===== src/design/gsa_pkg.sv =====
// shared types, register indexes and reset values for the grid slot allocator
`default_nettype none

package gsa_pkg;

    localparam int MAX_COLS_DEF = 16;
    localparam int MAX_ROWS_DEF = 16;

    localparam int CFG_IDX_W  = 3;
    localparam int CFG_DATA_W = 16;

    // configuration register indexes
    localparam logic [CFG_IDX_W-1:0] CFG_GRID_COLS = 3'd0;
    localparam logic [CFG_IDX_W-1:0] CFG_GRID_ROWS = 3'd1;
    localparam logic [CFG_IDX_W-1:0] CFG_ORIGIN_X  = 3'd2;
    localparam logic [CFG_IDX_W-1:0] CFG_ORIGIN_Y  = 3'd3;
    localparam logic [CFG_IDX_W-1:0] CFG_STEP_X    = 3'd4;
    localparam logic [CFG_IDX_W-1:0] CFG_STEP_Y    = 3'd5;
    localparam logic [CFG_IDX_W-1:0] CFG_TOP_LIMIT = 3'd6;

    // reset values
    localparam logic [4:0]         RST_GRID_COLS = 5'd16;
    localparam logic [4:0]         RST_GRID_ROWS = 5'd16;
    localparam logic signed [15:0] RST_ORIGIN_X  = 16'sd0;
    localparam logic signed [15:0] RST_ORIGIN_Y  = 16'sd1024;
    localparam logic [11:0]        RST_STEP_X    = 12'd80;
    localparam logic [11:0]        RST_STEP_Y    = 12'd80;
    localparam logic signed [15:0] RST_TOP_LIMIT = 16'sd0;

    typedef enum logic [2:0] {
        ST_IDLE,
        ST_HINT,
        ST_SCAN,
        ST_GRANT,
        ST_REL
    } state_t;

endpackage

`default_nettype wire


===== src/design/grid_slot_allocator_core.sv =====
// grid slot allocator: occupancy bitmap in a row memory, hint check, row scan, grant, release
// sequence: a release reads the row and writes it back in ST_REL; a hint reads the row, checks
//   the cell in ST_HINT and grants in ST_GRANT, else ST_SCAN reads rows until a free cell or the last row
// throughput: one request at a time; the scan is paced by the single read port of the
//   occupancy memory (one row per cycle)
// reset: all cells free (per-row valid bits cleared at once), full flag cleared,
//   registers to defaults; the receiver cannot stall, each result shows for one cycle
`default_nettype none

module grid_slot_allocator_core #(
    parameter int MAX_COLS = gsa_pkg::MAX_COLS_DEF,
    parameter int MAX_ROWS = gsa_pkg::MAX_ROWS_DEF
) (
    input  wire logic                            clk,
    input  wire logic                            rst_n,
    // request port
    input  wire logic                            start,
    output logic                                 busy,
    input  wire logic                            mode,
    input  wire logic signed [7:0]               cell_col,
    input  wire logic signed [7:0]               cell_row,
    // configuration write port
    input  wire logic                            cfg_we,
    input  wire logic [gsa_pkg::CFG_IDX_W-1:0]   cfg_idx,
    input  wire logic [gsa_pkg::CFG_DATA_W-1:0]  cfg_wdata,
    // result port
    output logic                                 done,
    output logic                                 ok,
    output logic signed [15:0]                   pos_x,
    output logic signed [15:0]                   pos_y,
    output logic [3:0]                           got_col,
    output logic [3:0]                           got_row,
    output logic                                 full_res
);

    // index widths of the storage
    localparam int CW = (MAX_COLS > 1) ? $clog2(MAX_COLS) : 1;
    localparam int RW = (MAX_ROWS > 1) ? $clog2(MAX_ROWS) : 1;
    // product widths: column times step, and row+1 times step
    localparam int MXW = CW + 12;
    localparam int MYW = RW + 13;
    localparam int MW  = (MXW > MYW) ? MXW : MYW;
    // position width at full precision, with room for sign and the 16-bit origin
    localparam int PW  = ((MW > 16) ? MW : 16) + 2;

    localparam logic [6:0] MAXC7 = 7'(MAX_COLS);
    localparam logic [6:0] MAXR7 = 7'(MAX_ROWS);

    // configuration registers
    logic [4:0]         grid_cols_reg;
    logic [4:0]         grid_rows_reg;
    logic signed [15:0] origin_x_reg;
    logic signed [15:0] origin_y_reg;
    logic [11:0]        step_x_reg;
    logic [11:0]        step_y_reg;
    logic signed [15:0] top_limit_reg;

    // control
    gsa_pkg::state_t state_reg, state_next;
    logic            full_reg, full_next;
    logic            done_reg, done_next;

    // request context
    logic signed [7:0] col_reg, col_next;
    logic signed [7:0] row_reg, row_next;
    logic              hint_ok_reg, hint_ok_next;
    logic [RW-1:0]     chk_r_reg, chk_r_next;
    logic [CW-1:0]     sel_c_reg, sel_c_next;
    logic [RW-1:0]     sel_r_reg, sel_r_next;
    logic [MAX_COLS-1:0] word_reg, word_next;

    // result payload
    logic              ok_reg, ok_next;
    logic signed [15:0] pos_x_reg, pos_x_next;
    logic signed [15:0] pos_y_reg, pos_y_next;
    logic [3:0]        got_col_reg, got_col_next;
    logic [3:0]        got_row_reg, got_row_next;

    // occupancy memory, one word per row, with per-row valid bits
    logic [MAX_COLS-1:0] occ_mem [MAX_ROWS];
    logic [MAX_ROWS-1:0] row_valid_reg;
    logic [MAX_COLS-1:0] rd_data_reg;
    logic                rd_valid_reg;
    logic                rd_en;
    logic [RW-1:0]       rd_addr;
    logic                wr_en;
    logic [RW-1:0]       wr_addr;
    logic [MAX_COLS-1:0] wr_data;

    // derived values
    logic [6:0]          cols_eff;
    logic [6:0]          rows_eff;
    logic [MAX_COLS-1:0] row_word;
    logic                found;
    logic [CW-1:0]       found_c;
    logic [6:0]          chk_r_p1;
    logic [MXW-1:0]      mul_x;
    logic [MYW-1:0]      mul_y;
    logic [RW:0]         row_p1;
    logic signed [PW-1:0] px;
    logic signed [PW-1:0] py;
    logic signed [15:0]  px_sat;
    logic signed [15:0]  py_sat;
    logic                in_grid;
    logic                in_store;

    function automatic logic signed [15:0] sat16(input logic signed [PW-1:0] v);
        logic signed [15:0] r;
        if (v > PW'(32767))
            r = 16'sh7fff;
        else if (v < -PW'(32768))
            r = -16'sh8000;
        else
            r = v[15:0];
        return r;
    endfunction

    assign busy     = (state_reg != gsa_pkg::ST_IDLE);
    assign done     = done_reg;
    assign ok       = ok_reg;
    assign pos_x    = pos_x_reg;
    assign pos_y    = pos_y_reg;
    assign got_col  = got_col_reg;
    assign got_row  = got_row_reg;
    assign full_res = full_reg;

    // grid in use is clipped to the storage
    assign cols_eff = ({2'b00, grid_cols_reg} < MAXC7) ? {2'b00, grid_cols_reg} : MAXC7;
    assign rows_eff = ({2'b00, grid_rows_reg} < MAXR7) ? {2'b00, grid_rows_reg} : MAXR7;

    // a row never written since reset reads as all free
    assign row_word = rd_valid_reg ? rd_data_reg : '0;

    // hint / release cell checks on the incoming request
    assign in_store = (cell_col[7] == 1'b0) && ($unsigned(cell_col) < {1'b0, MAXC7})
                   && (cell_row[7] == 1'b0) && ($unsigned(cell_row) < {1'b0, MAXR7});
    assign in_grid  = (cell_col[7] == 1'b0) && ($unsigned(cell_col) < {1'b0, cols_eff})
                   && (cell_row[7] == 1'b0) && ($unsigned(cell_row) < {1'b0, rows_eff});

    // first free column of the row on the read port, within the configured columns
    always_comb
    begin
        found   = 1'b0;
        found_c = '0;
        for (int c = MAX_COLS - 1; c >= 0; c--)
        begin
            if (!row_word[c] && (7'(c) < cols_eff))
            begin
                found   = 1'b1;
                found_c = CW'(c);
            end
        end
    end

    assign chk_r_p1 = 7'(chk_r_reg) + 7'd1;

    // position of the selected cell, full precision
    assign row_p1 = (RW + 1)'(sel_r_reg) + (RW + 1)'(1);
    assign mul_x  = MXW'(sel_c_reg) * MXW'(step_x_reg);
    assign mul_y  = MYW'(row_p1) * MYW'(step_y_reg);
    assign px     = PW'(origin_x_reg) + PW'(signed'({1'b0, mul_x}));
    assign py     = PW'(origin_y_reg) - PW'(signed'({1'b0, mul_y}));
    assign px_sat = sat16(px);
    assign py_sat = sat16(py);

    // next state and datapath control
    always_comb
    begin
        state_next   = state_reg;
        full_next    = full_reg;
        done_next    = 1'b0;
        col_next     = col_reg;
        row_next     = row_reg;
        hint_ok_next = hint_ok_reg;
        chk_r_next   = chk_r_reg;
        sel_c_next   = sel_c_reg;
        sel_r_next   = sel_r_reg;
        word_next    = word_reg;
        ok_next      = ok_reg;
        pos_x_next   = pos_x_reg;
        pos_y_next   = pos_y_reg;
        got_col_next = got_col_reg;
        got_row_next = got_row_reg;
        rd_en        = 1'b0;
        rd_addr      = '0;
        wr_en        = 1'b0;
        wr_addr      = sel_r_reg;
        wr_data      = word_reg;

        case (state_reg)
            gsa_pkg::ST_IDLE:
            begin
                if (start)
                begin
                    // read the hinted / released row right away
                    col_next     = cell_col;
                    row_next     = cell_row;
                    hint_ok_next = mode ? in_store : in_grid;
                    rd_en        = 1'b1;
                    rd_addr      = cell_row[RW-1:0];
                    state_next   = mode ? gsa_pkg::ST_REL : gsa_pkg::ST_HINT;
                end
            end

            gsa_pkg::ST_HINT:
            begin
                if (hint_ok_reg && !row_word[col_reg[CW-1:0]])
                begin
                    sel_c_next = col_reg[CW-1:0];
                    sel_r_next = row_reg[RW-1:0];
                    word_next  = row_word;
                    state_next = gsa_pkg::ST_GRANT;
                end
                else if (rows_eff == 7'd0)
                begin
                    // empty grid: nothing to scan
                    full_next    = 1'b1;
                    done_next    = 1'b1;
                    ok_next      = 1'b0;
                    pos_x_next   = '0;
                    pos_y_next   = '0;
                    got_col_next = '0;
                    got_row_next = '0;
                    state_next   = gsa_pkg::ST_IDLE;
                end
                else
                begin
                    rd_en      = 1'b1;
                    rd_addr    = '0;
                    chk_r_next = '0;
                    state_next = gsa_pkg::ST_SCAN;
                end
            end

            gsa_pkg::ST_SCAN:
            begin
                // row chk_r is on the read port; the next row is fetched meanwhile
                if (found)
                begin
                    sel_c_next = found_c;
                    sel_r_next = chk_r_reg;
                    word_next  = row_word;
                    state_next = gsa_pkg::ST_GRANT;
                end
                else if (chk_r_p1 >= rows_eff)
                begin
                    full_next    = 1'b1;
                    done_next    = 1'b1;
                    ok_next      = 1'b0;
                    pos_x_next   = '0;
                    pos_y_next   = '0;
                    got_col_next = '0;
                    got_row_next = '0;
                    state_next   = gsa_pkg::ST_IDLE;
                end
                else
                begin
                    rd_en      = 1'b1;
                    rd_addr    = chk_r_p1[RW-1:0];
                    chk_r_next = chk_r_p1[RW-1:0];
                end
            end

            gsa_pkg::ST_GRANT:
            begin
                done_next  = 1'b1;
                pos_y_next = py_sat;
                state_next = gsa_pkg::ST_IDLE;
                if (py <= PW'(top_limit_reg))
                begin
                    // off the top: cell stays free, grid counts as full
                    full_next    = 1'b1;
                    ok_next      = 1'b0;
                    pos_x_next   = '0;
                    got_col_next = '0;
                    got_row_next = '0;
                end
                else
                begin
                    wr_en        = 1'b1;
                    wr_addr      = sel_r_reg;
                    wr_data      = word_reg | (MAX_COLS'(1) << sel_c_reg);
                    ok_next      = 1'b1;
                    pos_x_next   = px_sat;
                    got_col_next = 4'(sel_c_reg);
                    got_row_next = 4'(sel_r_reg);
                end
            end

            gsa_pkg::ST_REL:
            begin
                done_next    = 1'b1;
                pos_x_next   = '0;
                pos_y_next   = '0;
                got_col_next = '0;
                got_row_next = '0;
                ok_next      = 1'b0;
                state_next   = gsa_pkg::ST_IDLE;
                if (hint_ok_reg && row_word[col_reg[CW-1:0]])
                begin
                    wr_en   = 1'b1;
                    wr_addr = row_reg[RW-1:0];
                    wr_data = row_word & ~(MAX_COLS'(1) << col_reg[CW-1:0]);
                    ok_next = 1'b1;
                end
            end

            default:
            begin
                state_next = gsa_pkg::ST_IDLE;
            end
        endcase
    end

    // control registers
    always_ff @(posedge clk or negedge rst_n)
    begin
        if (!rst_n)
        begin
            state_reg     <= gsa_pkg::ST_IDLE;
            full_reg      <= 1'b0;
            done_reg      <= 1'b0;
            row_valid_reg <= '0;
            rd_valid_reg  <= 1'b0;
        end
        else
        begin
            state_reg <= state_next;
            full_reg  <= full_next;
            done_reg  <= done_next;
            if (wr_en)
                row_valid_reg[wr_addr] <= 1'b1;
            if (rd_en)
                rd_valid_reg <= row_valid_reg[rd_addr];
        end
    end

    // configuration registers
    always_ff @(posedge clk or negedge rst_n)
    begin
        if (!rst_n)
        begin
            grid_cols_reg <= gsa_pkg::RST_GRID_COLS;
            grid_rows_reg <= gsa_pkg::RST_GRID_ROWS;
            origin_x_reg  <= gsa_pkg::RST_ORIGIN_X;
            origin_y_reg  <= gsa_pkg::RST_ORIGIN_Y;
            step_x_reg    <= gsa_pkg::RST_STEP_X;
            step_y_reg    <= gsa_pkg::RST_STEP_Y;
            top_limit_reg <= gsa_pkg::RST_TOP_LIMIT;
        end
        else if (cfg_we)
        begin
            case (cfg_idx)
                gsa_pkg::CFG_GRID_COLS: grid_cols_reg <= cfg_wdata[4:0];
                gsa_pkg::CFG_GRID_ROWS: grid_rows_reg <= cfg_wdata[4:0];
                gsa_pkg::CFG_ORIGIN_X:  origin_x_reg  <= signed'(cfg_wdata);
                gsa_pkg::CFG_ORIGIN_Y:  origin_y_reg  <= signed'(cfg_wdata);
                gsa_pkg::CFG_STEP_X:    step_x_reg    <= cfg_wdata[11:0];
                gsa_pkg::CFG_STEP_Y:    step_y_reg    <= cfg_wdata[11:0];
                gsa_pkg::CFG_TOP_LIMIT: top_limit_reg <= signed'(cfg_wdata);
                default:
                begin
                end
            endcase
        end
    end

    // request context and result payload
    always_ff @(posedge clk)
    begin
        col_reg     <= col_next;
        row_reg     <= row_next;
        hint_ok_reg <= hint_ok_next;
        chk_r_reg   <= chk_r_next;
        sel_c_reg   <= sel_c_next;
        sel_r_reg   <= sel_r_next;
        word_reg    <= word_next;
        ok_reg      <= ok_next;
        pos_x_reg   <= pos_x_next;
        pos_y_reg   <= pos_y_next;
        got_col_reg <= got_col_next;
        got_row_reg <= got_row_next;
    end

    // occupancy memory: one write and one registered read per cycle
    always_ff @(posedge clk)
    begin
        if (wr_en)
            occ_mem[wr_addr] <= wr_data;
        if (rd_en)
            rd_data_reg <= occ_mem[rd_addr];
    end

endmodule

`default_nettype wire


===== config.mk =====
export PLATFORM = sky130hd
export DESIGN_NAME = grid_slot_allocator_core
export DESIGN_NICKNAME = d
export VERILOG_FILES = /design/src/design/gsa_pkg.sv /design/src/design/grid_slot_allocator_core.sv
export SDC_FILE = /design/constraint.sdc
export NUM_CORES = 1
export LEC_CHECK = 0
export BUFFER_PORTS_ARGS = -buffer_cell sky130_fd_sc_hd__buf_2
export CAP_MARGIN = 15
export CORE_UTILIZATION = 54
export CTS_CLUSTER_SIZE = 28
export DETAILED_ROUTE_END_ITERATION = 10
export GPL_TIMING_DRIVEN = 0
export PLACE_DENSITY = 0.71
export SETUP_SLACK_MARGIN = 0.4
export SLEW_MARGIN = 20
export SYNTH_ARGS = -nofsm -noshare
export SYNTH_HDL_FRONTEND = slang
export SYNTH_SLANG_ARGS = --single-unit

===== constraint.sdc =====
create_clock -name clk -period 10.7 [get_ports clk]
set_input_delay 2.14 -clock clk [delete_from_list [all_inputs] [get_ports clk]]
set_output_delay 2.14 -clock clk [all_outputs]
set_load 0.01 [all_outputs]

Word-level counts from Yosys, hierarchy flattened
Memory sizes are Yosys's and may differ from the RTL's. A register that Yosys moved wholly into a read port is not among the register bits.
Index checks and enable logic that the tools add are counted.

word-level totals
  bits in registers = 182
  memory bits (writable) = 256
  output and inout port bits = 44
  word-level logic and storage cells = 273
  memories kept = 1

cells by class
  add/sub/neg operators = 4
  $mul = 2
  order comparisons = 32
  equality and inequality tests = 21
  shifts and indexed selects = 2
  multiplexer cells = 118
  bitwise gates (word level) = 6
  reduce and logical (&&, ||, !) cells = 63

memories
  name     words  width  read ports  clocked after memory_dff  wr ports  RTL line                        source
  occ_mem  16     16     1           1                         1         grid_slot_allocator_core.sv:80  logic [MAX_COLS-1:0] occ_mem [MAX_ROWS];

operator list
  kind                                                                                number
  16-bit 2-to-1 mux                                                                   14
  4-bit 2-to-1 mux                                                                    35
  16-bit one-hot mux with 4 select lines                                              2
  16-bit one-hot mux with 2 select lines                                              2
  1-bit 2-to-1 mux                                                                    42
  4-bit by 5-bit < comparator with 1-bit output (first input constant)                8
  16-bit OR                                                                           2
  4-bit one-hot mux with 2 select lines                                               4
  4-bit one-hot mux with 4 select lines                                               2
  1-bit by 4-bit left shift with 16-bit output (first input constant)                 2
  1-bit logical AND                                                                   25
  3-bit by 5-bit < comparator with 1-bit output (first input constant)                4
  2-bit != test (second input constant)                                               10
  19-bit by 16-bit greater-than comparator with 1-bit output (second input constant)  1
  19-bit by 16-bit <= comparator with 1-bit output                                    1
  19-bit by 16-bit < comparator with 1-bit output (second input constant)             1
  16-bit by 18-bit subtractor with 19-bit output                                      1
  16-bit by 17-bit adder with 18-bit output                                           1
  18-bit by 16-bit greater-than comparator with 1-bit output (second input constant)  1
  18-bit by 16-bit < comparator with 1-bit output (second input constant)             1
  2-bit AND reduction                                                                 9
  1-bit zero test                                                                     17
  5-bit by 12-bit multiplier with 17-bit output                                       1
  16-bit bitwise AND                                                                  1
  34 further kinds                                                                    61

Logic depth before layout (Yosys ltp)
  depth in word-level cells = 24
  gate-level depth with buffers = 40
  gate-level depth less buffers = 36

Worst setup path before layout
OpenSTA, ideal clock, no wires.

  path kind = flip-flop to flip-flop
  start point = register sel_r_reg[0]
  end point = memory occ_mem[13][0] (netlist bit) (enable)
  arrival time = 8432 ps
  required time = 10312 ps
  path slack = 1880 ps
  stages on the path, launching flop included = 39
  buffers on the path = 5
  cell sequence = edfxtp_1 > clkbuf_1 > nand3_1 > xnor2_1 > clkbuf_1 > nand2_1 > fa_1 > fa_1 > fa_1 > inv_1 > ha_1 > a21oi_1 > o21ai_0 > a21oi_1 > nor2b_1 > nor2_1 > inv_1 > a21oi_1 > [... 3 more ...] > and3_1 > o21ai_0 > a21oi_1 > o211ai_1 > a311oi_1 > o21a_1 > clkbuf_1 > clkbuf_1 > inv_1 > ha_1 > nand2_1 > nor3_1 > o31a_1 > nand4bb_1 > and3_1 > clkbuf_1 > a32oi_1 > nor2_1

between the ends
  cells in the longest elaborated chain, start to end = 8

ends and longest elaborated chain
  element                                           RTL line                         source
  start: declaration                                grid_slot_allocator_core.sv:69   logic [RW-1:0] sel_r_reg, sel_r_next;
  start signal: assignment                          grid_slot_allocator_core.sv:376  sel_r_reg <= sel_r_next;
  4-bit by 1-bit adder with 5-bit output            grid_slot_allocator_core.sv:158  assign row_p1 = (RW + 1)'(sel_r_reg) + (RW + 1)'(1);
  5-bit by 12-bit multiplier with 17-bit output     grid_slot_allocator_core.sv:160  assign mul_y = MYW'(row_p1) * MYW'(step_y_reg);
  16-bit by 18-bit subtractor with 19-bit output    grid_slot_allocator_core.sv:162  assign py = PW'(origin_y_reg) - PW'(signed'({1'b0, mul_y}));
  19-bit by 16-bit <= comparator with 1-bit output  grid_slot_allocator_core.sv:269  if (py <= PW'(top_limit_reg))
  1-bit 2-to-1 mux                                  grid_slot_allocator_core.sv:269
  1-bit one-hot mux with 2 select lines             grid_slot_allocator_core.sv:190  case (state_reg)
  1-bit 2-to-1 mux                                  grid_slot_allocator_core.sv:388  if (wr_en)
  1-bit 2-to-1 mux (not written as such)            grid_slot_allocator_core.sv:389  occ_mem[wr_addr] <= wr_data;
  end: declaration                                  grid_slot_allocator_core.sv:80

Several ways; a longest one is shown, not always the timed one.

Final worst setup path
  start point = register sel_r_reg[0]
  end point = memory occ_mem[10][15] (netlist bit) (data pin)

between the ends
  cells in the longest elaborated chain, start to end = 6

ends and longest elaborated chain
  element                                           RTL line                         source
  4-bit by 1-bit adder with 5-bit output            grid_slot_allocator_core.sv:158
  5-bit by 12-bit multiplier with 17-bit output     grid_slot_allocator_core.sv:160
  16-bit by 18-bit subtractor with 19-bit output    grid_slot_allocator_core.sv:162
  19-bit by 16-bit <= comparator with 1-bit output  grid_slot_allocator_core.sv:269
  16-bit 2-to-1 mux                                 grid_slot_allocator_core.sv:269
  16-bit one-hot mux with 2 select lines            grid_slot_allocator_core.sv:190
  via wr_data[15]                                   grid_slot_allocator_core.sv:88   logic [MAX_COLS-1:0] wr_data;

The timed path passes the listed nets, and every way through them passes these cells.

==> implementation parameters <==
Parameter                              Value

Synthesis
  Largest cells by area after synthesis ... sky130_fd_sc_hd__edfxtp_1, sky130_fd_sc_hd__dfrtp_1, sky130_fd_sc_hd__ha_1, sky130_fd_sc_hd__mux2i_1, sky130_fd_sc_hd__mux2_2
  Number of enable flip-flop cells after synthesis ... 350
  Fraction of registers with async set or reset after synthesis ... 0.229
  Yosys warning total ... 0
  Top FF cell, synth ... sky130_fd_sc_hd__edfxtp_1
  Dominant cell type by area after synthesis ... sky130_fd_sc_hd__edfxtp_1
  Yosys top cell area share ... 0.425
  Syn Inst Count ... 1971
  Mean cell area of the mapped netlist ... between 10 and 15 um2
  Number of library cell types mapped by synthesis ... 89
  Synthesized netlist net count ... between 2000 and 2500
  Sequential fraction of the synthesis area ... 0.531
  Total of flip-flops plus latches after synthesis ... 454
  Cell area after technology mapping ... about 25000 um2

Die
  Num ports ... between 80 and 90
  Vertical die dimension ... 216 um
  Area of the die ... 46600 um2
  Die Wd ... 216 um
  Starting utilization of the core area ... 0.546
  Number of rows created at floorplan ... 78
  Placeable Area ... 45300 um2

Job
  Max-cap check violation count ... 0

Drt
  Routed length per placed instance ... 21.6 um
  DRT Wirelength ... 60300 um
  Post-route ant nets ... 0
  DRC violation count after routing ... 0
  Number of detailed-route iterations in the first pass ... 5
  First DRT Iteration DRCs ... ~1300
  Detail-routed via count per cell ... around 5.9
  Count of vias placed by the detailed router ... ~16000

STA
  Number of hold violations in the final report ... 0
  Clock Skews ... 0.0414 ns
  Slew at the pin closest to its max-slew limit ... 1.24 ns
  Pins over their slew limit ... 0
  Final setup fails ... 0
  Headroom to the max-slew limit ... 0.168
  Unrepaired setup endpoints after global routing ... true
  Time the final worst path needs with I/O delays and setup ... 9.68 ns
  Period utilisation layout ... 0.905
  Max Clock Freq ... 103 MHz

GRT
  Global-route wire length before repair ... a little over 90000 um
  Initial antenna violation count ... 0
  Vias in the first global route ... 16400
  Global route overflow ... 0
  Global Route Usage Sum ... 0.261
  Largest net degree at the start of global routing ... 70

Outcome
  Status ... complete, no violations

Placed design
  Number of buffers inserted by port buffering ... roughly 80
  Final weighted congestion of routability-driven global placement ... 0.909
  Post-detail-place hpwl ... 44900 um
  Number of placed instances, taps included ... about 2700

Critical path
  Worst setup EP type ... register
  Standard cell with the maximum stage delay on the critical path ... sky130_fd_sc_hd__fa_1
  Critical path launch point type ... register
  Top fanout value on the critical path ... 14
  Required time reported for the critical path endpoint ... 11.16 ns
  WP data arrival ... 10.13 ns
  Largest stage delay on the critical path ... around 0.54 ns
  Start-to-end type of the worst setup path ... reg -> reg

Cells and area
  Sequential cell area in the final layout ... approximately 13000 um2
  Fraction of layout instances using a drive strength above 1 ... 0.188
  Count of fill cells added during filler insertion ... 3482
  Area taken by multi-input logic gates ... 10900 um2
  Total Nets Final ... 2355
  Synth-to-layout area growth ... 14.5%
  Max reg flops ... between 200 and 300
  Register name with the most flops ... occ_mem
  # diodes ... 0
  Number of cells in the finished layout apart from fillers ... 2790

CTS
  Clock Tree Root ... sky130_fd_sc_hd__clkbuf_16
  TritonCTS clock tree ... yes
  H-tree depth ... 2
  Latest clock arrival within the worst-skew pair ... 0.62 ns
  Clk sinks ... ~450
  Buffers from clock root to sink, at most ... 3
  Number of clock buffers inserted by TritonCTS ... 49
  Clock transition at the registers of the reported paths ... roughly 0.060 ns

Worst hold path
  Class of the worst hold path ... reg -> reg
==> final cells by class <==
class,instances,share of cell area
Buffer,77,0.0135
Clock buffer,59,0.0464
Clock inverter,33,0.0132
Inverter,148,0.0196
Multi-Input combinational cell,1292,0.385
Sequential cell,454,0.463
Tap cell,600,0.0265
Timing Repair Buffer,127,0.0319
==> cell usage after synthesis (13+ instances only) <==
cell / n
sky130_fd_sc_hd__a211o_1: 14
sky130_fd_sc_hd__a211oi_1: 17
sky130_fd_sc_hd__a21o_1: 21
sky130_fd_sc_hd__a21oi_1: 70
sky130_fd_sc_hd__a31oi_1: 15
sky130_fd_sc_hd__and2_1: 61
sky130_fd_sc_hd__clkbuf_1: 52
sky130_fd_sc_hd__dfrtp_1: 97
sky130_fd_sc_hd__edfxtp_1: 350
sky130_fd_sc_hd__fa_1: 52
sky130_fd_sc_hd__ha_1: 114
sky130_fd_sc_hd__inv_1: 146
sky130_fd_sc_hd__mux2_2: 93
sky130_fd_sc_hd__mux2i_1: 129
sky130_fd_sc_hd__mux4_2: 19
sky130_fd_sc_hd__nand2_1: 138
sky130_fd_sc_hd__nand3_1: 48
sky130_fd_sc_hd__nor2_1: 84
sky130_fd_sc_hd__nor2b_1: 26
sky130_fd_sc_hd__nor3_1: 23
sky130_fd_sc_hd__o211ai_1: 19
sky130_fd_sc_hd__o211ai_2: 13
sky130_fd_sc_hd__o21ai_0: 68
sky130_fd_sc_hd__o21bai_1: 23
sky130_fd_sc_hd__o22a_1: 13
sky130_fd_sc_hd__xnor2_1: 34
sky130_fd_sc_hd__xor2_1: 19
==> worst max-delay path: cells and delay by family (launching register included) <==
kind            cells  cell delay [ns]
xor+xnor            2             0.36
buf+inv             9             1.84
flops               1             0.36
simple gates       11             2.02
fa+ha+maj           6             2.61
compound gates     11             2.35
==> cells by family (layout without fill, tap and decap cells) <==
logic type,count (synthesis),after routing,synth area share
AO/OA/AOI/OAI,378,378,0.108
XOR/XNOR,53,53,0.0188
adder cells (fa/ha/maj),166,166,0.0998
buffers and inverters,225,444,0.0375
flip-flops,454,454,0.531
multiplexers,244,244,0.114
AND/OR/NAND/NOR,451,451,0.0909
==> placed cells by master, fill, tap and decap left out, types with 12 or more instances in the layout <==
cell type and n:
sky130_fd_sc_hd__mux4_2 19, sky130_fd_sc_hd__nand2_1 138, sky130_fd_sc_hd__edfxtp_1 350, sky130_fd_sc_hd__xor2_1 19, sky130_fd_sc_hd__a211oi_1 17, sky130_fd_sc_hd__nor3_1 23
sky130_fd_sc_hd__fa_1 52, sky130_fd_sc_hd__a31oi_1 13, sky130_fd_sc_hd__a21oi_1 69, sky130_fd_sc_hd__xnor2_1 34, sky130_fd_sc_hd__inv_1 146, sky130_fd_sc_hd__buf_4 29
sky130_fd_sc_hd__o211ai_2 13, sky130_fd_sc_hd__o21ai_0 56, sky130_fd_sc_hd__o211ai_1 19, sky130_fd_sc_hd__mux2i_1 129, sky130_fd_sc_hd__a21o_1 21, sky130_fd_sc_hd__clkinv_1 12
sky130_fd_sc_hd__and2_1 61, sky130_fd_sc_hd__clkbuf_1 51, sky130_fd_sc_hd__a211o_1 14, sky130_fd_sc_hd__nor2_4 13, sky130_fd_sc_hd__dfrtp_1 97, sky130_fd_sc_hd__o21bai_1 23
sky130_fd_sc_hd__nor2_1 67, sky130_fd_sc_hd__clkbuf_16 50, sky130_fd_sc_hd__nand3_1 48, sky130_fd_sc_hd__o22a_1 13, sky130_fd_sc_hd__buf_2 91, sky130_fd_sc_hd__nor2b_1 26
sky130_fd_sc_hd__mux2_2 93, sky130_fd_sc_hd__ha_1 114, sky130_fd_sc_hd__buf_6 16
==> path summary, 6_finish.rpt <==
kind | slack, ns | endpoint | from | cells after the start
max | 1.02 | occ_mem[10][15] | sel_r_reg[0] | 39
min | 0.47 | row_valid_reg[2] | row_valid_reg[2] | 1
max reg2reg | 1.02 | occ_mem[10][15] | sel_r_reg[0] | 39
min reg2reg | 0.47 | row_valid_reg[2] | row_valid_reg[2] | 1
max in group asynchronous | 8.51 | grid_rows_reg[4] | rst_n | 2
min in group asynchronous | 1.43 | row_valid_reg[13] | rst_n | 1
==> repair_timing <==
| action | 4_1_cts | 5_1_grt |
|---|---|---|
| endpoints found under the setup margin | 368 | 538 |
| hold buffers | 0 | 0 |
| resized for setup | 13 | 27 |
| pin swaps | 3 | 5 |
| buffers inserted | 5 | 12 |
==> through the flow <==
step	instance area (um2)	utilization	worst slack, ns	TNS, ns	hold WS, ns
4_1_cts	28100	0.621	0.320	0	0.474
2_1_floorplan	24700	-	1.88	0	0.434
3_3_place_gp	25900	0.572	-1.06	-228.13	0.453
6_report	28300	0.625	1.02	0	0.474
3_5_place_dp	26300	0.581	-0.238	-16.90	0.457
5_1_grt	28300	0.625	0.329	0	0.489
==> per-layer routing <==
metal  global-route usage  wire length, um  up-vias
met3               0.0299             2880      117
met1                0.341            25500     8165
met5                    0                0        -
met2                0.447            29700      511
met4                0.102             2190        0
li1                     -                -     7651
Power is left out: the tool's default activity adds up to more than one toggle a clock period on the data nets, which glitch-free logic cannot reach.
